`src/hw/rtl/smeu_pkg.sv`:
```
// Package for the stack machine execute unit: beat structs, action codes,
// status codes and the default stack depth. No dependencies.
package smeu_pkg;

  localparam int unsigned DefStackDepth = 64;

  typedef enum logic [3:0] {
    ACT_PUSH    = 4'd0,
    ACT_ADD     = 4'd1,
    ACT_SUB     = 4'd2,
    ACT_MUL     = 4'd3,
    ACT_DIV     = 4'd4,
    ACT_MOD     = 4'd5,
    ACT_EQUAL   = 4'd6,
    ACT_GREATER = 4'd7,
    ACT_DUP     = 4'd8,
    ACT_SWAP    = 4'd9,
    ACT_PRINT   = 4'd10
  } action_e;

  typedef enum logic [1:0] {
    ST_OK      = 2'd0,
    ST_UNDER   = 2'd1,
    ST_OVER    = 2'd2,
    ST_DIVZERO = 2'd3
  } status_e;

  typedef struct packed {
    logic [3:0]         action;
    logic signed [31:0] push_value;
  } in_beat_t;

  typedef struct packed {
    logic [1:0]         status;
    logic               print_valid;
    logic signed [31:0] print_data;
    logic [6:0]         depth_after;
  } out_beat_t;

  // Handshake between the sequencer and the divider.
  typedef struct packed {
    logic start;
    logic want_mod;
  } div_req_t;

endpackage

```
`src/hw/rtl/smeu_div.sv`:
```
// Iterative signed 32-bit divider, one quotient bit per cycle.
// Depends on smeu_pkg for the request struct.
module smeu_div
  import smeu_pkg::*;
(
  input  logic        clk_i,
  input  logic        rst_ni,
  input  div_req_t    req_i,
  input  logic [31:0] dividend_i,
  input  logic [31:0] divisor_i,
  output logic        done_o,
  output logic [31:0] result_o
);

  logic [31:0] rem_q, rem_d, quo_q, quo_d, dvs_q, dvs_d;
  logic        busy_q, busy_d, negq_q, negq_d, negr_q, negr_d, mod_q, mod_d;
  logic [5:0]  cnt_q, cnt_d;
  logic [32:0] trial;
  logic [31:0] rem_sh;

  // Shift-subtract step on magnitudes.
  always_comb begin
    rem_sh = {rem_q[30:0], quo_q[31]};
    trial  = {1'b0, rem_sh} - {1'b0, dvs_q};
    rem_d = rem_q; quo_d = quo_q; dvs_d = dvs_q; busy_d = busy_q;
    negq_d = negq_q; negr_d = negr_q; mod_d = mod_q; cnt_d = cnt_q;
    done_o = 1'b0;
    if (req_i.start) begin
      busy_d = 1'b1;
      cnt_d  = 6'd32;
      rem_d  = '0;
      quo_d  = dividend_i[31] ? 32'(-dividend_i) : dividend_i;
      dvs_d  = divisor_i[31] ? 32'(-divisor_i) : divisor_i;
      negq_d = dividend_i[31] ^ divisor_i[31];
      negr_d = dividend_i[31];
      mod_d  = req_i.want_mod;
    end else if (busy_q) begin
      if (cnt_q == 6'd0) begin
        busy_d = 1'b0;
        done_o = 1'b1;
      end else begin
        cnt_d = cnt_q - 6'd1;
        if (!trial[32]) begin
          rem_d = trial[31:0];
          quo_d = {quo_q[30:0], 1'b1};
        end else begin
          rem_d = rem_sh;
          quo_d = {quo_q[30:0], 1'b0};
        end
      end
    end
  end

  always_comb begin
    if (mod_q) result_o = negr_q ? 32'(-rem_q) : rem_q;
    else       result_o = negq_q ? 32'(-quo_q) : quo_q;
  end

  always_ff @(posedge clk_i or negedge rst_ni) begin
    if (!rst_ni) begin
      busy_q <= 1'b0;
      cnt_q  <= '0;
    end else begin
      busy_q <= busy_d;
      cnt_q  <= cnt_d;
    end
  end

  always_ff @(posedge clk_i) begin
    rem_q <= rem_d; quo_q <= quo_d; dvs_q <= dvs_d;
    negq_q <= negq_d; negr_q <= negr_d; mod_q <= mod_d;
  end

endmodule

```
`src/hw/rtl/stack_machine_execute_unit.sv`:
```
// Top level of the stack machine execute unit: stack memory and sequencer.
// Depends on smeu_pkg and smeu_div.
//
//   channel | direction | signals
//   in      | input     | in_valid_i, in_ready_o, in_beat_i
//   out     | output    | out_valid_o, out_ready_i, out_beat_o
//
// One instruction at a time. Push, error cases and unused codes go straight to
// the done state; dup and print read the top entry, then execute; the others read
// both entries (synchronous reads of the stack memory), then the write-back; mul and
// swap also use the second write-back state. Div and mod wait in the one-bit-per-cycle divider.
// Reset empties the stack at once; no clearing pass is needed.
// A new beat is taken while the last result waits in the output register;
// the sequencer holds in its last state while a second result would stall.
module stack_machine_execute_unit
  import smeu_pkg::*;
#(
  parameter int unsigned StackDepth = DefStackDepth
) (
  input  logic      clk_i,
  input  logic      rst_ni,
  input  logic      in_valid_i,
  output logic      in_ready_o,
  input  in_beat_t  in_beat_i,
  output logic      out_valid_o,
  input  logic      out_ready_i,
  output out_beat_t out_beat_o
);

  localparam int unsigned AW = (StackDepth > 1) ? $clog2(StackDepth) : 1;
  localparam int unsigned SW = $clog2(StackDepth + 1);

  localparam logic [2:0] S_IDLE = 3'd0, S_RD1 = 3'd1, S_RD2 = 3'd2,
                         S_EXEC = 3'd3, S_DIV = 3'd4, S_WR2 = 3'd5, S_DONE = 3'd6;

  logic [31:0] mem_q [StackDepth];
  logic [31:0] rdata_q;
  logic [AW-1:0] raddr, waddr;
  logic          re, we;
  logic [31:0]   wdata;

  logic [2:0]  state_q, state_d;
  logic [SW-1:0] sp_q, sp_d;
  logic [3:0]  act_q, act_d;
  logic [31:0] val_q, val_d, top_q, top_d, sec_q, sec_d;
  logic [1:0]  stat_q, stat_d;
  logic        pv_q, pv_d;
  logic [31:0] pd_q, pd_d;
  out_beat_t   ob_q, ob_d;
  logic        ov_q, ov_d;

  div_req_t    dreq;
  logic        ddone;
  logic [31:0] dres;
  logic [31:0] prod;
  logic        stage_free;

  // The second entry is still on the read port when the divider starts.
  smeu_div u_div (
    .clk_i, .rst_ni, .req_i(dreq), .dividend_i(rdata_q), .divisor_i(top_q),
    .done_o(ddone), .result_o(dres)
  );

  // Stack memory with registered read data.
  always_ff @(posedge clk_i) begin
    if (we) mem_q[waddr] <= wdata;
    if (re) rdata_q <= mem_q[raddr];
  end

  assign prod       = top_q * sec_q;
  assign stage_free = !ov_q || out_ready_i;
  assign in_ready_o = (state_q == S_IDLE);

  // Sequencer: read operands, compute, write back, post the result.
  always_comb begin
    state_d = state_q; sp_d = sp_q; act_d = act_q; val_d = val_q;
    top_d = top_q; sec_d = sec_q; stat_d = stat_q; pv_d = pv_q; pd_d = pd_q;
    re = 1'b0; we = 1'b0; raddr = '0; waddr = '0; wdata = '0;
    dreq = '0;
    ob_d = ob_q; ov_d = ov_q;
    if (ov_q && out_ready_i) ov_d = 1'b0;
    unique case (state_q)
      S_IDLE: begin
        if (in_valid_i) begin
          act_d = in_beat_i.action;
          val_d = in_beat_i.push_value;
          stat_d = ST_OK; pv_d = 1'b0; pd_d = '0;
          state_d = S_DONE;
          case (in_beat_i.action)
            ACT_PUSH: begin
              if (sp_q >= SW'(StackDepth)) stat_d = ST_OVER;
              else begin
                we = 1'b1; waddr = AW'(sp_q); wdata = in_beat_i.push_value;
                sp_d = sp_q + SW'(1);
              end
            end
            ACT_DUP, ACT_PRINT: begin
              if (sp_q < SW'(1)) stat_d = ST_UNDER;
              else if (in_beat_i.action == ACT_DUP && sp_q >= SW'(StackDepth))
                stat_d = ST_OVER;
              else begin
                re = 1'b1; raddr = AW'(sp_q - SW'(1)); state_d = S_RD1;
              end
            end
            ACT_ADD, ACT_SUB, ACT_MUL, ACT_DIV, ACT_MOD, ACT_EQUAL,
            ACT_GREATER, ACT_SWAP: begin
              if (sp_q < SW'(2)) stat_d = ST_UNDER;
              else begin
                re = 1'b1; raddr = AW'(sp_q - SW'(1)); state_d = S_RD1;
              end
            end
            default: ;
          endcase
        end
      end
      S_RD1: begin
        // The top entry is on the read port now.
        top_d = rdata_q;
        if (act_q == ACT_DUP || act_q == ACT_PRINT) state_d = S_EXEC;
        else begin
          re = 1'b1; raddr = AW'(sp_q - SW'(2)); state_d = S_RD2;
        end
      end
      S_RD2: begin
        state_d = S_EXEC;
      end
      S_EXEC: begin
        state_d = S_DONE;
        case (act_q)
          ACT_DUP: begin
            we = 1'b1; waddr = AW'(sp_q); wdata = rdata_q; sp_d = sp_q + SW'(1);
          end
          ACT_PRINT: begin
            pv_d = 1'b1; pd_d = rdata_q; sp_d = sp_q - SW'(1);
          end
          ACT_SWAP: begin
            sec_d = rdata_q;
            we = 1'b1; waddr = AW'(sp_q - SW'(2)); wdata = top_q;
            state_d = S_WR2;
          end
          ACT_DIV, ACT_MOD: begin
            sec_d = rdata_q;
            if (top_q == '0) stat_d = ST_DIVZERO;
            else begin
              dreq.start = 1'b1; dreq.want_mod = (act_q == ACT_MOD);
              state_d = S_DIV;
            end
          end
          default: begin
            we = 1'b1; waddr = AW'(sp_q - SW'(2)); sp_d = sp_q - SW'(1);
            case (act_q)
              ACT_ADD:   wdata = rdata_q + top_q;
              ACT_SUB:   wdata = rdata_q - top_q;
              ACT_EQUAL: wdata = {31'd0, rdata_q == top_q};
              ACT_GREATER: wdata = {31'd0, $signed(rdata_q) > $signed(top_q)};
              default: begin
                sec_d = rdata_q; we = 1'b0; sp_d = sp_q; state_d = S_WR2;
              end
            endcase
          end
        endcase
      end
      S_WR2: begin
        state_d = S_DONE;
        we = 1'b1;
        if (act_q == ACT_SWAP) begin
          waddr = AW'(sp_q - SW'(1)); wdata = sec_q;
        end else begin
          // Multiply: product of registered operands.
          waddr = AW'(sp_q - SW'(2)); wdata = prod; sp_d = sp_q - SW'(1);
        end
      end
      S_DIV: begin
        if (ddone) begin
          we = 1'b1; waddr = AW'(sp_q - SW'(2)); wdata = dres;
          sp_d = sp_q - SW'(1); state_d = S_DONE;
        end
      end
      S_DONE: begin
        if (stage_free) begin
          ov_d = 1'b1;
          ob_d.status = stat_q; ob_d.print_valid = pv_q;
          ob_d.print_data = pd_q; ob_d.depth_after = 7'(sp_q);
          state_d = S_IDLE;
        end
      end
      default: state_d = S_IDLE;
    endcase
  end

  always_ff @(posedge clk_i or negedge rst_ni) begin
    if (!rst_ni) begin
      state_q <= S_IDLE;
      sp_q    <= '0;
      ov_q    <= 1'b0;
    end else begin
      state_q <= state_d;
      sp_q    <= sp_d;
      ov_q    <= ov_d;
    end
  end

  always_ff @(posedge clk_i) begin
    act_q <= act_d; val_q <= val_d; top_q <= top_d; sec_q <= sec_d;
    stat_q <= stat_d; pv_q <= pv_d; pd_q <= pd_d; ob_q <= ob_d;
  end

  assign out_valid_o = ov_q;
  assign out_beat_o  = ob_q;

endmodule

```
`config.mk`:
```
export PLATFORM = sky130hd
export DESIGN_NAME = stack_machine_execute_unit
export DESIGN_NICKNAME = d
export VERILOG_FILES = /design/src/hw/rtl/smeu_pkg.sv /design/src/hw/rtl/smeu_div.sv /design/src/hw/rtl/stack_machine_execute_unit.sv
export SDC_FILE = /design/constraint.sdc
export NUM_CORES = 2
export LEC_CHECK = 0
export BUFFER_PORTS_ARGS = -buffer_cell sky130_fd_sc_hd__buf_2
export CAP_MARGIN = 10
export CORE_ASPECT_RATIO = 1.1
export CORE_MARGIN = 8
export CORE_UTILIZATION = 30
export CTS_CLUSTER_SIZE = 24
export DETAILED_ROUTE_END_ITERATION = 7
export HOLD_SLACK_MARGIN = 0.08
export SLEW_MARGIN = 0
export SYNTH_ARGS = -nofsm -noshare
export SYNTH_HDL_FRONTEND = slang
export SYNTH_HIERARCHICAL = 1
export SYNTH_SLANG_ARGS = --single-unit
```
`constraint.sdc`:
```
create_clock -name clk_i -period 16.49 [get_ports clk_i]
set_input_delay 3.298 -clock clk_i [delete_from_list [all_inputs] [get_ports clk_i]]
set_output_delay 3.298 -clock clk_i [all_outputs]
set_load 0.005 [all_outputs]
```
==> metrics.txt <==
outcome=finished, final reports clean; CTS tree=yes; Detailed Route Iter0 Violations=8838; wire length of the first global-routing pass=about 550 mm; crit path launch type=flip-flop; NumNets Final=10200; worst relative slew slack=0.0863; port bufs=slightly above 80; fmax=102 MHz; core area=0.388 mm²; filler instances=38000; asr flop ratio synth=0.00769; Vias=79600; final setup vio count=0; critical path class=reg -> reg; Area growth, synth to finish=12.8%; max FFs per register=2048; most frequent cells in the layout=edfxtp_1 (2292), nand2_1 (1797), inv_1 (513); final period utilization=0.596; DR DRC count=0; GPL Wtd Cong=0.904; WL per Instance=25.5 µm; Post-CTS Setup Bufs=0; mapped cell area=about 0.12 mm²; Die Ht=671 µm; worst-margin pin slew=1370 ps; CTS buffer count=approximately 230; Biggest register=mem_q; post-synthesis sequential area ratio=0.598; worst-path maximum fanout=64; Fin Clk Skew=106 ps; routed vias/inst=5.35; Post-DP HPWL=around 220 mm; Syn Area/Cell=12.3 µm²; vias in the first global route=77400; antenna-violating nets left=0; setup TNS=0 ps; gr ovfl total=0; clk root buf=clkbuf_16; most common cell after layout, fill and taps aside=edfxtp_1; htree depth=4; max-slew violations=0; Reg clk slew, reported paths=60 ps; post-synth top area share=0.589; proportion of layout cells with a drive suffix above 1=0.0935; drt total wl=379 mm; Global Route Usage Sum=0.178; number of max-cap violations=0; row count=240; number of flops mapped to enable cells by yosys=2292; Die W=611 µm; Main synth FF type=edfxtp_1; Syn Inst Count=9537; starting density of the core=0.301; die area=0.410 mm²; Setup crit end kind=flip-flop; CTS max path bufs=4; Multi-input gate area=0.0436 mm²; largest net degree at the start of global routing=181; largest area contributor in the netlist=edfxtp_1; Post-Syn Nets=10200; cts-stage hold buffer count=0; Warnings, synthesis=6; register area=0.0699 mm²; Synth area leaders=edfxtp_1 (59%), fa_1 (7.0%), nand2_1 (5.8%), ha_1 (2.5%), and3_1 (2.1%); worst hold path class=reg -> reg; # IOs=84; Worst-Skew Late Latency=940 ps; initial antenna violation count=24; Clock Sinks=2342; Fin. Hold Viols=0; arrival time worst endpoint=10340 ps; RSZ-0062 raised after global routing=false; router iterations before antenna repair=7; Tmin final=between 9000 and 10000 ps; #FFs+latches synth=2342; Distinct cells, synth=94; Post-CTS Resized=0; Worst Path Required=roughly 17000 ps
[per-layer routing]
layer,up-vias,GRT usage,wire length [µm]
li1,34600,-,-
met1,40400,0.227,149000
met2,3698,0.286,174000
met3,851,0.0282,30700
met4,10,0.102,25200
met5,-,0,64
[critical path, stage by stage, from the launching register on]
cell,delay [ps]
edfxtp_1,1150
and2_1,270
fa_1,420
inv_1,70
fa_1,430
fa_1,490
fa_1,550
inv_1,50
fa_1,500
inv_1,50
fa_1,530
inv_1,50
fa_1,500
fa_1,440
ha_1,360
a41oi_1,220
o21ai_0,210
or2_2,340
a21oi_1,140
a31oi_1,100
a221oi_1,520
o21ai_0,210
xnor2_1,530
o21ai_0,250
or4_2,650
buf_4,360
[cells in the mapped netlist, drive strengths merged, types with 19 or more instances]
| cell type | count |
|---|---|
| mux2i | 154 |
| a221o | 109 |
| edfxtp | 2292 |
| o41ai | 23 |
| buf | 137 |
| a211oi | 274 |
| nor2 | 271 |
| nand3 | 297 |
| dfxtp | 32 |
| ha | 229 |
| xor2 | 106 |
| a31oi | 270 |
| a222oi | 37 |
| and2 | 358 |
| o22ai | 113 |
| o21ai | 154 |
| a221oi | 91 |
| clkbuf | 494 |
| nor3 | 40 |
| and3 | 387 |
| o31ai | 51 |
| or3 | 40 |
| nand2b | 30 |
| o221ai | 34 |
| o32ai | 63 |
| a21o | 39 |
| mux2 | 63 |
| fa | 411 |
| nor4 | 23 |
| nand2 | 1803 |
| xnor2 | 133 |
| inv | 513 |
| nor2b | 28 |
| a21oi | 191 |
| or4 | 19 |
[area by class of cell]
type,instances,share of cell area
timing repair buffer,339,0.0187
inverter,513,0.0146
clock buffer,274,0.0463
multi-input combinational,6051,0.330
antenna,13,0.000247
sequential,2342,0.530
clock inverter,148,0.0104
tap,5203,0.0494
[through the flow]
| stage | hold slack (ps) | setup WS (ps) | instance area [µm²] | std cells | utilization |
|---|---|---|---|---|---|
| finish | 417 | 6670 | 132000 | 14900 | 0.340 |
| CTS | 419 | 6890 | 132000 | 14900 | 0.340 |
| global placement | 400 | 6400 | 124000 | 14400 | 0.320 |
| floorplan | 400 | 6200 | 117000 | 9537 | - |
| global route | 423 | 6170 | 132000 | 14900 | 0.340 |
| detailed placement | 405 | 6310 | 124000 | 14400 | 0.320 |
[final timing paths]
kind,from,to,slack (ps),depth (start not counted)
setup / recovery,sec_q[3]$_DFFE_PP_,mem_q[23][30]$_DFFE_PP_,6670,25
hold / removal,pd_q[28]$_SDFFCE_PN0P_,out_beat_o[35]$_DFFE_PP_,420,0
setup reg to reg,sec_q[3]$_DFFE_PP_,mem_q[23][30]$_DFFE_PP_,6670,25
hold reg to reg,pd_q[28]$_SDFFCE_PN0P_,out_beat_o[35]$_DFFE_PP_,420,0
max in group asynchronous,rst_ni,u_div/busy_q$_DFF_PN0_,13510,1
min in group asynchronous,rst_ni,sp_q[6]$_DFFE_PN0P_,2490,1
[kinds of logic after synthesis]
family,count (synthesis),synth area share
and+or+nand+nor,3368,0.133
DFF,2342,0.598
AOI/OAI and AO/OA,1579,0.0968
buffers and inverters,1144,0.0381
adders and majority gates,640,0.0949
xor gates and xnor gates,239,0.0179
muxes,225,0.0208
Power is left out: the tool's default activity adds up to more than one toggle a clock period on the data nets, which glitch-free logic cannot reach.
